$ cat src/sv/mi_pkg.sv
// Shared constants and types for the modular inverse core.
package mi_pkg;

  // Default operand width.
  localparam int MI_WIDTH_DEF = 32;

  // Index of the modulus register in the configuration space.
  localparam int MI_REG_MODULUS = 0;

  // Compare results from the shift-subtract unit to the sequencer.
  typedef struct packed {
    logic fits;      // divisor <= running remainder
    logic dbl_fits;  // twice the divisor <= running remainder
  } mi_alu_stat_t;

endpackage

$ cat src/sv/mi_in_if.sv
// Input channel carrying one value to invert per beat.
interface mi_in_if #(
  parameter int WIDTH = 32
);
  logic             valid;
  logic             ready;
  logic [WIDTH-1:0] value;

  modport source (output valid, output value, input ready);
  modport sink (input valid, input value, output ready);
endinterface

$ cat src/sv/mi_out_if.sv
// Result channel carrying one inverse and its exists flag per beat.
interface mi_out_if #(
  parameter int WIDTH = 32
);
  logic             valid;
  logic             ready;
  logic [WIDTH-1:0] inverse;
  logic             exists;

  modport source (output valid, output inverse, output exists, input ready);
  modport sink (input valid, input inverse, input exists, output ready);
endinterface

$ cat src/sv/mi_alu.sv
// Shared shift-subtract unit: remainder subtract, coefficient add and compares.
module mi_alu import mi_pkg::*; #(
  parameter int WIDTH = MI_WIDTH_DEF
) (
  input  logic [WIDTH-1:0] rem,
  input  logic [WIDTH-1:0] acc,
  input  logic [WIDTH-1:0] dr,
  input  logic [WIDTH-1:0] du,
  output mi_alu_stat_t     stat,
  output logic [WIDTH-1:0] rem_diff,
  output logic [WIDTH-1:0] acc_sum
);

  // Trial subtraction of the aligned divisor and matching coefficient update.
  assign rem_diff = rem - dr;
  assign acc_sum  = acc + du;

  // Compares that steer alignment and the subtract decision.
  assign stat.fits     = (dr <= rem);
  assign stat.dbl_fits = ({dr, 1'b0} <= {1'b0, rem});

endmodule

$ cat src/sv/mi_engine.sv
// Sequencer and datapath registers running the extended Euclidean algorithm.
module mi_engine import mi_pkg::*; #(
  parameter int WIDTH = MI_WIDTH_DEF
) (
  input  logic             clk,
  input  logic             rst_n,
  mi_in_if.sink            in_ch,
  mi_out_if.source         out_ch,
  input  logic [WIDTH-1:0] modulus
);

  localparam int KW = $clog2(WIDTH);

  typedef enum logic [3:0] {
    ST_IDLE  = 4'b0001,
    ST_ALIGN = 4'b0010,
    ST_SUB   = 4'b0100,
    ST_FIN   = 4'b1000
  } state_t;

  state_t           state_r, state_nxt;
  logic [WIDTH-1:0] rem_r, rem_nxt;   // running r0
  logic [WIDTH-1:0] acc_r, acc_nxt;   // running u0 magnitude
  logic [WIDTH-1:0] r1_r, r1_nxt;     // divisor of the current step
  logic [WIDTH-1:0] u1_r, u1_nxt;     // coefficient tied to the divisor
  logic [WIDTH-1:0] dr_r, dr_nxt;     // divisor shifted left by k
  logic [WIDTH-1:0] du_r, du_nxt;     // coefficient shifted left by k
  logic [KW-1:0]    k_r, k_nxt;
  logic             neg0_r, neg0_nxt;
  logic             neg1_r, neg1_nxt;
  logic             out_valid_r, out_valid_nxt;
  logic [WIDTH-1:0] out_inverse_r, out_inverse_nxt;
  logic             out_exists_r, out_exists_nxt;

  mi_alu_stat_t     alu_stat;
  logic [WIDTH-1:0] rem_diff;
  logic [WIDTH-1:0] acc_sum;
  logic [WIDTH-1:0] rem_step;
  logic [WIDTH-1:0] acc_step;
  logic             in_fire;
  logic             out_free;
  logic             gcd_one;
  logic [WIDTH-1:0] inv_sel;

  mi_alu #(
    .WIDTH(WIDTH)
  ) u_alu (
    .rem      (rem_r),
    .acc      (acc_r),
    .dr       (dr_r),
    .du       (du_r),
    .stat     (alu_stat),
    .rem_diff (rem_diff),
    .acc_sum  (acc_sum)
  );

  // Handshakes: one item at a time, result register frees the input side.
  assign in_ch.ready    = (state_r == ST_IDLE);
  assign in_fire        = in_ch.valid && in_ch.ready;
  assign out_free       = !out_valid_r || out_ch.ready;
  assign out_ch.valid   = out_valid_r;
  assign out_ch.inverse = out_inverse_r;
  assign out_ch.exists  = out_exists_r;

  // Remainder and coefficient after this cycle's trial subtraction.
  assign rem_step = alu_stat.fits ? rem_diff : rem_r;
  assign acc_step = alu_stat.fits ? acc_sum : acc_r;

  // Final mapping of the signed coefficient into 0 to modulus-1.
  assign gcd_one = (rem_r == WIDTH'(1));
  always_comb begin
    if ((acc_r == '0) || (acc_r == modulus)) begin
      inv_sel = '0;
    end else if (neg0_r) begin
      inv_sel = modulus - acc_r;
    end else begin
      inv_sel = acc_r;
    end
  end

  // Sequencer and datapath next values.
  always_comb begin
    state_nxt       = state_r;
    rem_nxt         = rem_r;
    acc_nxt         = acc_r;
    r1_nxt          = r1_r;
    u1_nxt          = u1_r;
    dr_nxt          = dr_r;
    du_nxt          = du_r;
    k_nxt           = k_r;
    neg0_nxt        = neg0_r;
    neg1_nxt        = neg1_r;
    out_valid_nxt   = out_valid_r && !out_ch.ready;
    out_inverse_nxt = out_inverse_r;
    out_exists_nxt  = out_exists_r;
    case (state_r)
      ST_IDLE: begin
        if (in_fire) begin
          // A value not below the modulus leaves r0 at zero, which fails the gcd test.
          rem_nxt  = (in_ch.value < modulus) ? modulus : '0;
          acc_nxt  = '0;
          r1_nxt   = in_ch.value;
          u1_nxt   = WIDTH'(1);
          dr_nxt   = in_ch.value;
          du_nxt   = WIDTH'(1);
          k_nxt    = '0;
          neg0_nxt = 1'b0;
          neg1_nxt = 1'b0;
          if ((in_ch.value < modulus) && (in_ch.value != '0)) begin
            state_nxt = ST_ALIGN;
          end else begin
            state_nxt = ST_FIN;
          end
        end
      end
      ST_ALIGN: begin
        // Double the divisor while it still fits, one bit per cycle.
        if (alu_stat.dbl_fits) begin
          dr_nxt = {dr_r[WIDTH-2:0], 1'b0};
          du_nxt = {du_r[WIDTH-2:0], 1'b0};
          k_nxt  = k_r + KW'(1);
        end else begin
          state_nxt = ST_SUB;
        end
      end
      ST_SUB: begin
        // One quotient bit per cycle, high bit first.
        if (k_r == '0) begin
          rem_nxt  = r1_r;
          acc_nxt  = u1_r;
          r1_nxt   = rem_step;
          u1_nxt   = acc_step;
          dr_nxt   = rem_step;
          du_nxt   = acc_step;
          neg0_nxt = neg1_r;
          neg1_nxt = !neg1_r;
          if (rem_step == '0) begin
            state_nxt = ST_FIN;
          end else begin
            state_nxt = ST_ALIGN;
          end
        end else begin
          rem_nxt = rem_step;
          acc_nxt = acc_step;
          dr_nxt  = {1'b0, dr_r[WIDTH-1:1]};
          du_nxt  = {1'b0, du_r[WIDTH-1:1]};
          k_nxt   = k_r - KW'(1);
        end
      end
      ST_FIN: begin
        // Hand the result to the output register once it is free.
        if (out_free) begin
          out_valid_nxt   = 1'b1;
          out_inverse_nxt = gcd_one ? inv_sel : '0;
          out_exists_nxt  = gcd_one;
          state_nxt       = ST_IDLE;
        end
      end
      default: begin
        state_nxt = ST_IDLE;
      end
    endcase
  end

  // Control registers.
  always_ff @(posedge clk) begin
    if (!rst_n) begin
      state_r     <= ST_IDLE;
      out_valid_r <= 1'b0;
    end else begin
      state_r     <= state_nxt;
      out_valid_r <= out_valid_nxt;
    end
  end

  // Datapath registers.
  always_ff @(posedge clk) begin
    rem_r         <= rem_nxt;
    acc_r         <= acc_nxt;
    r1_r          <= r1_nxt;
    u1_r          <= u1_nxt;
    dr_r          <= dr_nxt;
    du_r          <= du_nxt;
    k_r           <= k_nxt;
    neg0_r        <= neg0_nxt;
    neg1_r        <= neg1_nxt;
    out_inverse_r <= out_inverse_nxt;
    out_exists_r  <= out_exists_nxt;
  end

  // In the align state the aligned divisor never exceeds the running remainder.
  a_align_fit: assert property (@(posedge clk) disable iff (!rst_n)
    state_r == ST_ALIGN |-> dr_r <= rem_r)
    else $error("aligned divisor exceeds remainder");

  // The quotient bit counter steps down by one in each subtract cycle with a nonzero count.
  a_sub_count: assert property (@(posedge clk) disable iff (!rst_n)
    (state_r == ST_SUB) && (k_r != '0) |=> k_r == $past(k_r) - KW'(1))
    else $error("quotient bit counter skipped");

  // A new result only appears out of the finish state.
  a_out_from_fin: assert property (@(posedge clk) disable iff (!rst_n)
    $rose(out_valid_r) |-> $past(state_r == ST_FIN))
    else $error("result raised outside finish state");

  // A valid inverse always lies below the modulus.
  a_inv_range: assert property (@(posedge clk) disable iff (!rst_n)
    out_valid_r && out_exists_r |-> out_inverse_r < modulus)
    else $error("inverse not reduced below modulus");

endmodule

$ cat src/sv/modular_inverse_core.sv
// Modular inverse core: each value beat yields one beat with the inverse of the
// value modulo the programmed modulus (0 to modulus-1) and an exists flag, which
// is clear and the inverse 0 when the value is not below the modulus or shares a
// factor with it. The extended Euclidean algorithm runs on a single
// shift-subtract unit: each Euclid step aligns the divisor (k doublings and one
// check that finds the next doubling no longer fits) and then subtracts one
// quotient bit at a time from bit k down, where k is the bit position of that
// step's quotient; one item occupies the block through all of its Euclid steps.
// The input is ready only while no item is in progress; a finished beat waits
// in the output register and does not hold off the next input. The modulus
// register sits at APB offset 0, resets to 0 and should only be written while
// the core is idle.
module modular_inverse_core import mi_pkg::*; #(
  parameter int WIDTH = MI_WIDTH_DEF
) (
  input  logic                                 clk,
  input  logic                                 rst_n,
  mi_in_if.sink                                in_ch,
  mi_out_if.source                             out_ch,
  input  logic                                 cfg_psel,
  input  logic                                 cfg_penable,
  input  logic                                 cfg_pwrite,
  input  logic [((WIDTH > 32) ? 4 : 3)-1:0]    cfg_paddr,
  input  logic [((WIDTH > 32) ? 64 : 32)-1:0]  cfg_pwdata,
  output logic [((WIDTH > 32) ? 64 : 32)-1:0]  cfg_prdata,
  output logic                                 cfg_pready
);

  localparam int CFG_DW  = (WIDTH > 32) ? 64 : 32;
  localparam int CFG_AW  = (WIDTH > 32) ? 4 : 3;
  localparam int CFG_LSB = (WIDTH > 32) ? 3 : 2;

  logic [WIDTH-1:0]        modulus_r, modulus_nxt;
  logic [CFG_AW-CFG_LSB-1:0] cfg_index;
  logic                    cfg_wr;

  // APB register decode; accesses complete without wait states.
  assign cfg_pready = 1'b1;
  assign cfg_index  = cfg_paddr[CFG_AW-1:CFG_LSB];
  assign cfg_wr     = cfg_psel && cfg_penable && cfg_pwrite && cfg_pready;

  always_comb begin
    modulus_nxt = modulus_r;
    if (cfg_wr && (cfg_index == (CFG_AW-CFG_LSB)'(MI_REG_MODULUS))) begin
      modulus_nxt = cfg_pwdata[WIDTH-1:0];
    end
  end

  // Read data for the modulus register, zero elsewhere.
  always_comb begin
    cfg_prdata = '0;
    if (cfg_index == (CFG_AW-CFG_LSB)'(MI_REG_MODULUS)) begin
      cfg_prdata = CFG_DW'(modulus_r);
    end
  end

  always_ff @(posedge clk) begin
    if (!rst_n) begin
      modulus_r <= '0;
    end else begin
      modulus_r <= modulus_nxt;
    end
  end

  // Euclidean engine with its sequencer and shared shift-subtract unit.
  mi_engine #(
    .WIDTH(WIDTH)
  ) u_engine (
    .clk     (clk),
    .rst_n   (rst_n),
    .in_ch   (in_ch),
    .out_ch  (out_ch),
    .modulus (modulus_r)
  );

endmodule

$ cat src/flat_wrapper.sv
// flat-port wrapper written by rule: the top's interface ports become plain ports
module modular_inverse_core_flat import mi_pkg::*;
#(
  parameter int WIDTH = MI_WIDTH_DEF
)
  (clk, rst_n, cfg_psel, cfg_penable, cfg_pwrite, cfg_paddr, cfg_pwdata, cfg_prdata, cfg_pready, in_ch_valid, in_ch_value, in_ch_ready, out_ch_valid, out_ch_inverse, out_ch_exists, out_ch_ready);
  mi_in_if #(.WIDTH(WIDTH)) in_ch_i ();
  mi_out_if #(.WIDTH(WIDTH)) out_ch_i ();
  input  logic clk;
  input  logic rst_n;
  input  logic cfg_psel;
  input  logic cfg_penable;
  input  logic cfg_pwrite;
  input  logic [((WIDTH > 32) ? 4 : 3)-1:0] cfg_paddr;
  input  logic [((WIDTH > 32) ? 64 : 32)-1:0] cfg_pwdata;
  output logic [((WIDTH > 32) ? 64 : 32)-1:0] cfg_prdata;
  output logic cfg_pready;
  input wire logic [$bits(in_ch_i.valid)-1:0] in_ch_valid;
  input wire logic [$bits(in_ch_i.value)-1:0] in_ch_value;
  output wire logic [$bits(in_ch_i.ready)-1:0] in_ch_ready;
  output wire logic [$bits(out_ch_i.valid)-1:0] out_ch_valid;
  output wire logic [$bits(out_ch_i.inverse)-1:0] out_ch_inverse;
  output wire logic [$bits(out_ch_i.exists)-1:0] out_ch_exists;
  input wire logic [$bits(out_ch_i.ready)-1:0] out_ch_ready;
  assign in_ch_i.valid = in_ch_valid;
  assign in_ch_i.value = in_ch_value;
  assign in_ch_ready = in_ch_i.ready;
  assign out_ch_valid = out_ch_i.valid;
  assign out_ch_inverse = out_ch_i.inverse;
  assign out_ch_exists = out_ch_i.exists;
  assign out_ch_i.ready = out_ch_ready;
  modular_inverse_core #(.WIDTH(WIDTH)) u_core (.clk(clk), .rst_n(rst_n), .in_ch(in_ch_i), .out_ch(out_ch_i), .cfg_psel(cfg_psel), .cfg_penable(cfg_penable), .cfg_pwrite(cfg_pwrite), .cfg_paddr(cfg_paddr), .cfg_pwdata(cfg_pwdata), .cfg_prdata(cfg_prdata), .cfg_pready(cfg_pready));
endmodule
$ cat config.mk
export PLATFORM = sky130hd
export DESIGN_NAME = modular_inverse_core_flat
export DESIGN_NICKNAME = d
export VERILOG_FILES = /design/src/sv/mi_pkg.sv /design/src/sv/mi_in_if.sv /design/src/sv/mi_out_if.sv /design/src/sv/mi_alu.sv /design/src/sv/mi_engine.sv /design/src/sv/modular_inverse_core.sv /design/src/flat_wrapper.sv
export SDC_FILE = /design/constraint.sdc
export NUM_CORES = 1
export LEC_CHECK = 0
export BUFFER_PORTS_ARGS = -buffer_cell sky130_fd_sc_hd__buf_2
export CAP_MARGIN = 10
export CORE_MARGIN = 2
export CORE_UTILIZATION = 55
export DETAILED_ROUTE_END_ITERATION = 6
export GPL_TIMING_DRIVEN = 0
export PLACE_DENSITY = 0.84
export SLEW_MARGIN = 20
export SYNTH_ARGS = -nofsm -noshare
export SYNTH_HDL_FRONTEND = slang
export SYNTH_SLANG_ARGS = --single-unit
$ cat constraint.sdc
create_clock -name clk -period 4.54 [get_ports clk]
set_input_delay 0.227 -clock clk [delete_from_list [all_inputs] [get_ports clk]]
set_output_delay 0.227 -clock clk [all_outputs]
set_load 0.1 [all_outputs]
==> flow_summary.json <==
{
  "status": "complete, no violations",
  "antenna_found_initial": 0,
  "grt_overflow": 0,
  "coreArea_um2": 36300,
  "crit_chain": "ha_1 -> buf_2 -> nand2_1 -> nor2_1 -> and2_1 -> o2111ai_1 -> a2111oi_0 -> o21ai_0 -> a31oi_1 -> and4_2 -> nand3_1 -> o21ai_0 -> a21oi_1",
  "required_ns": 4.98,
  "max_stage_delay_ns": 0.59,
  "r2r-start": "u_core.u_engine.rem_r[16]",
  "clockRootBuffer": "clkbuf_16",
  "io_pins": 142,
  "path_class": "register to register",
  "grt_pass1_vias": 19021,
  "worstPathMaxFanout": 9,
  "synthMuxAreaShare": 0.0134,
  "fp.dieW_um": 195,
  "period_needed_ns": 4.45,
  "area_delta_synth_final_pct": 13.2,
  "dr.pass1.iters": 6,
  "netlist_area_um2": 20100,
  "synthAdderAreaFrac": 0.103,
  "port_buffers": 136,
  "yosys.area_share.simple": 0.177,
  "worstHoldStart": "in_ch_value[2]",
  "synth_edf_count": 232,
  "mostFrequentLayoutCells": "nor2_1 (307), edfxtp_1 (232), a21oi_1 (227)",
  "crit_start": "u_core.u_engine.rem_r[16]",
  "async_flop_share": 0,
  "cpMostUsedCell": "o21ai_0",
  "power_leakage_nw": 9.26,
  "drive_gt1_frac": 0.0970,
  "synth_nets": 2593,
  "tns_ns": 0,
  "cts_buffer_depth": 3,
  "die_y_um": 195,
  "drv_cap": 0,
  "clkSinkCount": 269,
  "dp_hpwl_um": 55900,
  "synthTopCellsByArea": "edfxtp_1 (35%), ha_1 (9.9%), nor2_1 (5.7%)",
  "start_kind": "register",
  "synth-compound-area-share": 0.237,
  "fmax_mhz": 225,
  "avgSynthCellArea_um2": 8.54,
  "slowest_stage": "a2111oi_0",
  "synth_xor_area_frac": 0.0274,
  "dieArea_um2": 38100,
  "cp-end-kind": "register",
  "finalSetupViolations": 0,
  "place_congestion": 1.00,
  "grt_usage": 0.378,
  "layout_commonest_cell": "nor2_1",
  "ys_seq_area_frac": 0.383,
  "drc": 0,
  "hold_class": "input pin to register",
  "final_nets": 2795,
  "htreeDepth": 1,
  "tightest_slew_ns": 1.09,
  "netlist_instances": 2356,
  "synth_cell_types": 86,
  "antennaDiodeCount": 0,
  "ys_seq_elements": 269,
  "clk_pin_slew_worst_paths_ns": 0.07,
  "synth_top_area_cell": "edfxtp_1",
  "power.density_nw_per_um2": 522,
  "dr_total_vias": 19886,
  "ant_nets": 0,
  "cp_top_family": "compound AO/OA/AOI/OAI gates",
  "cp_data_arrival_time_ns": 4.89,
  "grt_max_degree": 48,
  "cts_buffers": 27,
  "slew_headroom": 0.275,
  "wl_per_cell_um": 24.2,
  "synth_ff_type": "edfxtp_1",
  "hold_viol_final": 0,
  "drt_iter0_markers": 2289,
  "skew_ns": 0.0130,
  "rsz0062_at_grt": "false",
  "clock_latency_ns": 0.56,
  "grt_pass1_wl_um": 110000,
  "rows": 70,
  "period_share": 0.980,
  "critical_path_buf_inv_count": 1,
  "start_util": 0.554,
  "post-route-util": 0.627,
  "viasPerCell": 6.53,
  "ys_warn_count": 0,
  "drv_slew": 0,
  "synth_top_area_share": 0.346,
  "p_total_w": 0.0119,
  "synth_top_family_by_area": "compound AO/OA/AOI/OAI gates",
  "ir_drop_uv": 376,
  "postRouteWirelength_um": 73600,
  "cts_tree": "built"
}
-- where the power goes --
part | leakage [nW] | switching, W | internal [W] | total [W]
clock | 0.427 | 0.00103 | 0.00132 | 0.00235
sequential | 2.51 | 0.000439 | 0.00325 | 0.00369
combinational | 6.33 | 0.00394 | 0.00192 | 0.00586
total | 9.26 | 0.00540 | 0.00650 | 0.0119
-- cell usage after synthesis, types with 10 or more instances --
| cell type | number |
|---|---|
| o31ai_1 | 10 |
| nand4_1 | 36 |
| a21boi_0 | 44 |
| xnor2_1 | 38 |
| mux2i_1 | 27 |
| a31oi_1 | 16 |
| a21o_1 | 66 |
| nor4_1 | 32 |
| inv_1 | 159 |
| o21a_1 | 25 |
| a22oi_1 | 30 |
| nand2_1 | 215 |
| dfxtp_1 | 37 |
| nor2_1 | 307 |
| a211oi_1 | 34 |
| nor2b_1 | 16 |
| edfxtp_1 | 232 |
| buf_1 | 16 |
| o21bai_1 | 11 |
| a21oi_1 | 228 |
| nor3_1 | 26 |
| ha_1 | 159 |
| and2_1 | 16 |
| or3_1 | 14 |
| o21ai_0 | 197 |
| clkbuf_1 | 88 |
| xor2_1 | 25 |
| o211ai_1 | 15 |
| and3_1 | 14 |
| nand3_1 | 63 |
-- registers in the layout, summed over array words and instances (netlist names) --
register	cells
u_core.u_engine.rem_r	32
u_core.u_engine.neg1_r	1
u_core.u_engine.du_r	32
u_core.u_engine.out_ch.inverse	32
u_core.u_engine.out_ch.valid	1
u_core.u_engine.dr_r	32
u_core.u_engine.u1_r	32
u_core.u_engine.state_r	4
u_core.modulus_r	32
u_core.u_engine.out_ch.exists	1
u_core.u_engine.acc_r	32
u_core.u_engine.k_r	5
u_core.u_engine.neg0_r	1
u_core.u_engine.r1_r	32
-- path summary, 6_finish.rpt --
check / end / slack (ns) / cells after the start
min: u_core.u_engine.r1_r[2] / 0.02 / 3
max reg2reg: u_core.u_engine.state_r[1] / 0.09 / 13
min reg2reg: u_core.u_engine.neg1_r / 0.54 / 1
max: u_core.u_engine.state_r[1] / 0.09 / 13
-- layer usage --
layer,vias up,track usage,wire length (um)
met4,0,0.237,5440
li1,9012,-,-
met5,-,0,0
met2,1262,0.605,32700
met1,9325,0.488,28000
met3,287,0.0503,7390
-- kinds of logic after synthesis --
group                    count (synthesis)
buffers and inverters                  288
flip-flops                             269
other                                    1
XOR/XNOR                                63
AND/OR/NAND/NOR                        784
adder cells (fa/ha/maj)                163
AO/OA/AOI/OAI                          761
multiplexers                            27
-- through the flow --
stage / instances / instance area, um2 / setup WS [ns] / hold WS, ns
global route: 3046 / 22800 / 0.00306 / 0.0254
floorplan: 2356 / 20100 / 0.641 / 0.372
CTS: 3045 / 22700 / 0.0437 / 0.00813
detailed placement: 2964 / 21500 / -0.172 / 0.491
finish: 3046 / 22800 / 0.0893 / 0.0189
global placement: 2960 / 21400 / -0.640 / 0.480
-- worst reg2reg max path: cells and delay by family, from the launching register on --
kind	cells	cell delay, ns
AOI/OAI and AO/OA	6	2.00
adders and majority gates	1	0.34
buffers and inverters	1	0.18
DFF	1	0.51
and+or+nand+nor	5	1.29
-- area by class of cell --
type | count | area [um2]
Timing Repair Buffer | 174 | 1100
Fill cell | 3122 | 13600
Inverter | 160 | 601
Buffer | 127 | 584
Multi-Input combinational cell | 1799 | 11300
Tap cell | 468 | 586
Clock inverter | 20 | 215
Clock buffer | 29 | 683
Sequential cell | 269 | 7710
-- timing repair --
| item | 4_1_cts | 5_1_grt |
|---|---|---|
| hold buffers | 32 | 0 |
| setup buffers | 0 | 2 |
| setup endpoints to repair | 27 | 74 |
| endpoints found under the hold margin | 32 | 0 |
| gates resized for setup | 3 | 10 |
| pin swaps | 0 | 1 |
Power figures use the tool's default switching activity.
